==> src/rtl/core/plbc_pkg.sv <==
package plbc_pkg;

   // One polyline vertex, signed Q16.16 meters
   typedef struct packed {
      logic signed [31:0] s;
      logic signed [31:0] l;
   } vertex_type;

   // Interpolation job: position and the segment end points
   typedef struct packed {
      logic signed [31:0] s;
      vertex_type         p0;
      vertex_type         p1;
   } lerp_req_type;

   typedef struct packed {
      logic idle;
      logic done;
   } lerp_stat_type;

   localparam logic [1:0] OP_CLEAR  = 2'd0;
   localparam logic [1:0] OP_APPEND = 2'd1;
   localparam logic [1:0] OP_QUERY  = 2'd2;

   // A boundary needs at least one segment
   localparam int unsigned MIN_VERTICES = 2;

   // Divider retires two quotient bits per cycle over a 32-bit quotient
   localparam int unsigned DIV_CYCLES = 16;
   localparam int unsigned DIV_CNT_W  = 4;

endpackage

==> src/rtl/core/plbc_lerp.sv <==
module plbc_lerp
   import plbc_pkg::*;
(
   input  logic               clock,
   input  logic               reset,
   input  logic               start,
   input  lerp_req_type       req,
   output lerp_stat_type      stat,
   output logic signed [31:0] l
);

   typedef enum logic [3:0] {
      LS_IDLE = 4'b0001,
      LS_MUL  = 4'b0010,
      LS_DIV  = 4'b0100,
      LS_DONE = 4'b1000
   } lerp_state_type;

   lerp_state_type state_ff, state_in;

   logic [DIV_CNT_W-1:0] cnt_ff;
   logic [31:0]          den_ff, num_ff, mag_ff;
   logic                 neg_ff;
   logic signed [31:0]   l0_ff;
   logic [31:0]          rem_ff, shq_ff;

   // Setup terms
   logic signed [32:0] den_w, off_w, dl_w, mag_w;
   logic               degen;
   logic [31:0]        den_sel, num_sel, mag_sel;
   logic [63:0]        prod;

   // Radix-4 restoring step
   logic [32:0] t1, t2;
   logic        ge1, ge2;
   logic [31:0] r1, r2;
   logic signed [32:0] res_w;

   always_comb begin
      den_w = $signed({req.p1.s[31], req.p1.s}) - $signed({req.p0.s[31], req.p0.s});
      off_w = $signed({req.s[31], req.s}) - $signed({req.p0.s[31], req.p0.s});
      dl_w  = $signed({req.p1.l[31], req.p1.l}) - $signed({req.p0.l[31], req.p0.l});
      mag_w = dl_w[32] ? -dl_w : dl_w;
      degen = (req.p1.s <= req.p0.s);
      if (degen) begin
         // zero-length or reversed segment: hold the first vertex
         den_sel = 32'd1;
         num_sel = '0;
         mag_sel = '0;
      end else begin
         den_sel = den_w[31:0];
         mag_sel = mag_w[31:0];
         if (req.s <= req.p0.s) begin
            num_sel = '0;
         end else if (req.s >= req.p1.s) begin
            num_sel = den_w[31:0];
         end else begin
            num_sel = off_w[31:0];
         end
      end
   end

   assign prod = mag_ff * num_ff;

   always_comb begin
      t1  = {rem_ff, shq_ff[31]};
      ge1 = (t1 >= {1'b0, den_ff});
      r1  = ge1 ? 32'(t1 - {1'b0, den_ff}) : t1[31:0];
      t2  = {r1, shq_ff[30]};
      ge2 = (t2 >= {1'b0, den_ff});
      r2  = ge2 ? 32'(t2 - {1'b0, den_ff}) : t2[31:0];
   end

   always_comb begin
      state_in = state_ff;
      case (state_ff)
         LS_IDLE: if (start) state_in = LS_MUL;
         LS_MUL:  state_in = LS_DIV;
         LS_DIV:  if (cnt_ff == DIV_CNT_W'(DIV_CYCLES - 1)) state_in = LS_DONE;
         LS_DONE: state_in = LS_IDLE;
         default: state_in = LS_IDLE;
      endcase
   end

   always_ff @(posedge clock) begin
      if (reset) begin
         state_ff <= LS_IDLE;
      end else begin
         state_ff <= state_in;
      end
   end

   always_ff @(posedge clock) begin
      case (state_ff)
         LS_IDLE: begin
            if (start) begin
               den_ff <= den_sel;
               num_ff <= num_sel;
               mag_ff <= mag_sel;
               neg_ff <= dl_w[32];
               l0_ff  <= req.p0.l;
            end
         end
         LS_MUL: begin
            // product < den * 2^32, so the high word is already reduced
            rem_ff <= prod[63:32];
            shq_ff <= prod[31:0];
            cnt_ff <= '0;
         end
         LS_DIV: begin
            rem_ff <= r2;
            shq_ff <= {shq_ff[29:0], ge1, ge2};
            cnt_ff <= cnt_ff + DIV_CNT_W'(1);
         end
         default: ;
      endcase
   end

   assign res_w = neg_ff ? $signed({l0_ff[31], l0_ff}) - $signed({1'b0, shq_ff})
                         : $signed({l0_ff[31], l0_ff}) + $signed({1'b0, shq_ff});

   assign l         = res_w[31:0];
   assign stat.idle = (state_ff == LS_IDLE);
   assign stat.done = (state_ff == LS_DONE);

endmodule

==> config.mk <==
export PLATFORM = sky130hd
export DESIGN_NAME = plbc_lerp
export DESIGN_NICKNAME = d
export VERILOG_FILES = /design/src/rtl/core/plbc_pkg.sv /design/src/rtl/core/plbc_lerp.sv
export SDC_FILE = /design/constraint.sdc
export NUM_CORES = 2
export LEC_CHECK = 0
export BUFFER_PORTS_ARGS = -buffer_cell sky130_fd_sc_hd__buf_4
export CORE_AREA = 2 2 386 465
export CTS_CLUSTER_DIAMETER = 80
export DETAILED_ROUTE_END_ITERATION = 10
export DIE_AREA = 0 0 388 467
export SLEW_MARGIN = 20
export SYNTH_ARGS = -nofsm -noshare
export SYNTH_HDL_FRONTEND = slang
export SYNTH_SLANG_ARGS = --single-unit
export TNS_END_PERCENT = 10
==> constraint.sdc <==
create_clock -name clock -period 8.75 [get_ports clock]
set_clock_uncertainty 0.1 [all_clocks]
set_input_delay 0.4375 -clock clock [delete_from_list [all_inputs] [get_ports clock]]
set_output_delay 0.4375 -clock clock [all_outputs]
set_load 0.02 [all_outputs]
* Yosys cells after proc, flatten, opt, wreduce, memory -nomap -nowiden
Cells that the tools add are included.
Cells by class: $lt $le $gt $ge 5, eq/ne operators 7, mux-type cells 11, add/subtract/negate cells 9, reductions and logical operators 4, $mul 1
Operator list (count):
- $mux W32 | 5
- $sub A32 B32 Y32 | 5
- $pmux W32 S2 | 2
- $ge A33 B32 Y1 | 2
- $le A32 B32 Y1 | 2
- $mul A32 B32 Y64 | 1
- $sub A32 B32 Y33 | 1
- $add A32 B32 Y32 | 1
- $ge A32 B32 Y1 | 1
- $neg A32 Y32 | 1
- $pmux W4 S3 | 1
- $eq A4 B4 Y1 const B | 2
- $mux W4 | 2
- $pmux W4 S2 | 1
- $add A4 B1 Y4 const B | 1
- $eq A4 B1 Y1 const B | 1
- $eq A4 B2 Y1 const B | 1
- $eq A4 B3 Y1 const B | 1
- $ne A2 B2 Y1 const B | 2
- $reduce_and A2 Y1 | 2
- $reduce_bool A2 Y1 | 1
- $reduce_or A2 Y1 | 1
Storage, ports and cells: logic and storage cells 46, output and inout bits 34, flip-flop bits (word level) 201, input port bits 163

* Longest topological paths before layout
word-level depth 5, depth in mapped cells 30, gate-level depth less buffers 28

* Worst setup path before layout
No wires, ideal clock.
kind flip-flop to flip-flop, start point reg num_ff[8], end point reg rem_ff[27] (data pin), buffers on the path 1, path slack 0.870 ns, clock period less this slack 7.880 ns, cell stages (with the launch flop) 26, setup time 0.268 ns, data required time 8.382 ns, arrival time 7.511 ns, cells stage by stage edfxtp_1 > clkbuf_1 > and2_1 > fa_1 > fa_1 > inv_1 > fa_1 > fa_1 > inv_1 > fa_1 > fa_1 > fa_1 > fa_1 > ha_1 > a21oi_1 > o21a_1 > o21ai_0 > a31o_2 > a221o_1 > o2111ai_1 > o21ai_0 > a221oi_1 > o21ai_0 > a21oi_1 > xor2_1 > mux2i_1
Between the ends: longest elaborated chain between the ends 2
Ends and longest elaborated chain:
- start, declared | RTL line plbc_lerp.sv:22 | logic [31:0] den_ff, num_ff, mag_ff;
- start signal, assigned | RTL line plbc_lerp.sv:98 | num_ff <= num_sel;
- $mul A32 B32 Y64 | RTL line plbc_lerp.sv:63 | assign prod = mag_ff * num_ff;
- $pmux W32 S2 | RTL line plbc_lerp.sv:94 | case (state_ff)
- end signal, assigned | RTL line plbc_lerp.sv:106 | rem_ff <= prod[63:32];
- end signal, assigned | RTL line plbc_lerp.sv:111 | rem_ff <= r2;
- end, declared | RTL line plbc_lerp.sv:25 | logic [31:0] rem_ff, shq_ff;
No other way between the ends. A chain may end at the register's enable or synchronous reset.

* Final worst setup path
start point reg mag_ff[16], end point reg rem_ff[28] (data pin)
Between the ends: longest elaborated chain between the ends 2
Ends and longest elaborated chain:
- start, declared | RTL line plbc_lerp.sv:22
- start signal, assigned | RTL line plbc_lerp.sv:99 | mag_ff <= mag_sel;
- $mul A32 B32 Y64 | RTL line plbc_lerp.sv:63
- $pmux W32 S2 | RTL line plbc_lerp.sv:94
No other way between the ends.

==> flow_summary.json <==
{
  "ys_seq_area_frac": 0.114,
  "drv_cap": 0,
  "slew_viol_final": 0,
  "hold_start": "start",
  "grt_max_degree": 73,
  "ys.warnings.count": 0,
  "dr.pass1.iters": 6,
  "cpLargestDelayFamily": "adder cells",
  "critPathBufInv": 4,
  "avgSynthCellArea_um2": 8.89,
  "cts_buffer_depth": 3,
  "grt.total_usage": 0.161,
  "synth_compound_area_frac": 0.105,
  "worstPathArrival_ns": 8.69,
  "outcome": "complete, no violations",
  "numPortBuffers": 196,
  "pin_count": 197,
  "synthesis.area_um2": 52800,
  "worst_path_most_repeated_cell": "fa_1",
  "synth_xor_xnor_area_share": 0.0470,
  "rsz0062_at_grt": "yes",
  "initial_core_util": 0.299,
  "yosysTopAreaCell": "fa_1",
  "syn_inst": 5936,
  "grt_antenna_before_repair": 4,
  "clock.fmax_ghz": 0.117,
  "die-area_um2": 181000,
  "timing.final.crit_share": 0.974,
  "synthArstFlopShare": 0,
  "relSlewSlack": 0.380,
  "crit_path_end_kind": "flop",
  "post-route-min-period_ns": 8.52,
  "drive_gt1_frac": 0.0718,
  "synth_seq_cells": 201,
  "synthAdderAreaFrac": 0.458,
  "cp_slowest_cell": "fa_1",
  "hpwl_um": 126000,
  "drc_errors": 0,
  "startpoint_type": "flop",
  "nNetsFinal": 7636,
  "finalSetupViolCount": 0,
  "synth_commonest_cells": "inv_1, fa_1, nand2_1",
  "h-tree-depth": 1,
  "critPathRequiredTime_ns": 8.92,
  "synthMuxAreaShare": 0.00932,
  "viasPerCell": 4.87,
  "syn_to_final_growth_pct": 11.7,
  "ys_types": 86,
  "cts-root-buf": "clkbuf_16",
  "r2r_start": "mag_ff[16]",
  "dieHeight_um": 467,
  "std_cell_rows": 169,
  "cts.clk_slew.worst_paths_ns": 0.07,
  "drt-total-wl_um": 146000,
  "core-area_um2": 176000,
  "routedWlPerCell_um": 17.3,
  "num_vias": 40927,
  "grt_pass1_wl_um": 237000,
  "synth_top_family_by_area": "adder cells",
  "synthTopCellsByArea": "fa_1, ha_1, edfxtp_1",
  "synthFlopType": "edfxtp_1",
  "postRouteAntennaNets": 0,
  "tightest_slew_ns": 0.930,
  "chipWidth_um": 388,
  "crit_type": "flop to flop",
  "cts_tree": "yes",
  "drtIter0Drc": 2159,
  "tns_ns": 0,
  "whs_ns": 0.107,
  "synthSimpleGateAreaFrac": 0.174,
  "path_max_fanout": 21,
  "grt_overflow": 0,
  "synth.net_count": 7490,
  "grt_pass1_vias": 43833,
  "hold_viol_final": 0,
  "synth_edf_count": 197,
  "clk_latency_ns": 0.57,
  "crit_start": "mag_ff[16]",
  "numCtsBuffers": 25,
  "cp_slowest_stage_delay_ns": 0.65,
  "hold_path_class": "input port to flop",
  "yosysTopAreaCellShare": 0.342,
  "fin_util": 0.334,
  "cts_sinks": 201,
  "place_congestion": 0.892,
  "yosysMostFrequentCell": "inv_1"
}
-- area by class of cell --
cell class	count	area, um^2
Fill cell	18362	117000
Multi-Input combinational cell	4432	42000
Sequential cell	201	6000
Inverter	1041	3910
Timing Repair Buffer	381	3310
Tap cell	2308	2890
Clock buffer	29	641
Clock inverter	16	214
Antenna cell	1	2.50
-- through the flow --
| step | instances | setup WS, ns | cell area (um^2) |
|---|---|---|---|
| 2_1_floorplan | 5936 | 0.870 | 52800 |
| 3_3_place_gp | 8319 | -0.269 | 57600 |
| 3_5_place_dp | 8319 | -0.227 | 57600 |
| 4_1_cts | 8403 | 0.0706 | 58800 |
| 5_1_grt | 8408 | -0.0224 | 58900 |
| 6_report | 8409 | 0.228 | 58900 |
-- registers in the layout, indices dropped and copies added (netlist names) --
signal / flops
mag_ff: 32
rem_ff: 32
shq_ff: 32
state_ff: 4
den_ff: 32
cnt_ff: 4
neg_ff: 1
l0_ff: 32
num_ff: 32
-- final timing paths --
path | endpoint | slack, ns | depth (start not counted)
worst min-delay path | state_ff[1] | 0.11 | 3
worst max register to register | rem_ff[28] | 0.23 | 26
worst max-delay path | rem_ff[28] | 0.23 | 26
worst min register to register | state_ff[2] | 0.39 | 1
-- kinds of logic after synthesis --
kind of cell | after synthesis
buffers and inverters | 1303
multiplexers | 48
flip-flops | 201
XOR/XNOR | 283
AO/OA/AOI/OAI | 870
AND/OR/NAND/NOR | 1840
adder cells (fa/ha/maj) | 1391
-- repair_timing --
action                                 4_1_cts  5_1_grt
resized for setup                            4       13
setup buffers                                6        4
endpoints found under the hold margin       36        0
setup endpoints to repair                    6       14
hold buffers                                33        0
-- worst min-delay path, stage by stage --
cell and delay (ns):
buf_4 0.08, nand2_1 0.11, nor2_1 0.11
-- per-layer routing --
layer	GRT usage	share of wire	wire, um	vias to the layer above
li1	-	-	-	19074
met1	0.215	0.45	65600	20696
met2	0.288	0.49	72000	996
met3	0.00950	0.037	5430	159
met4	0.0328	0.018	2670	2
met5	0	0.000076	11	-
-- cells in the final DEF (no fill, tap or decap), types with 15 or more instances in the layout --
| cell type | instances |
|---|---|
| o21a_1 | 25 |
| o21ai_0 | 182 |
| o211ai_1 | 15 |
| nand2_1 | 646 |
| fa_1 | 902 |
| xnor2_1 | 168 |
| nor2b_1 | 47 |
| nor4_1 | 19 |
| nand4_1 | 37 |
| or3_1 | 20 |
| buf_4 | 317 |
| o21ai_1 | 16 |
| a31oi_1 | 23 |
| mux2i_1 | 39 |
| xor2_1 | 115 |
| a21oi_1 | 265 |
| nand2b_1 | 42 |
| nor2_1 | 256 |
| ha_1 | 489 |
| nor3_1 | 48 |
| and3_1 | 26 |
| edfxtp_1 | 197 |
| a21o_1 | 143 |
| o21bai_1 | 40 |
| inv_1 | 1040 |
| o31ai_1 | 19 |
| and2_1 | 607 |
| a211oi_1 | 25 |
| buf_12 | 29 |
| clkbuf_16 | 25 |
| nand3_1 | 49 |
| dlygate4sd3_1 | 33 |
Power is left out: the tool's default activity adds up to more than one toggle a clock period on the data nets, which glitch-free logic cannot reach.
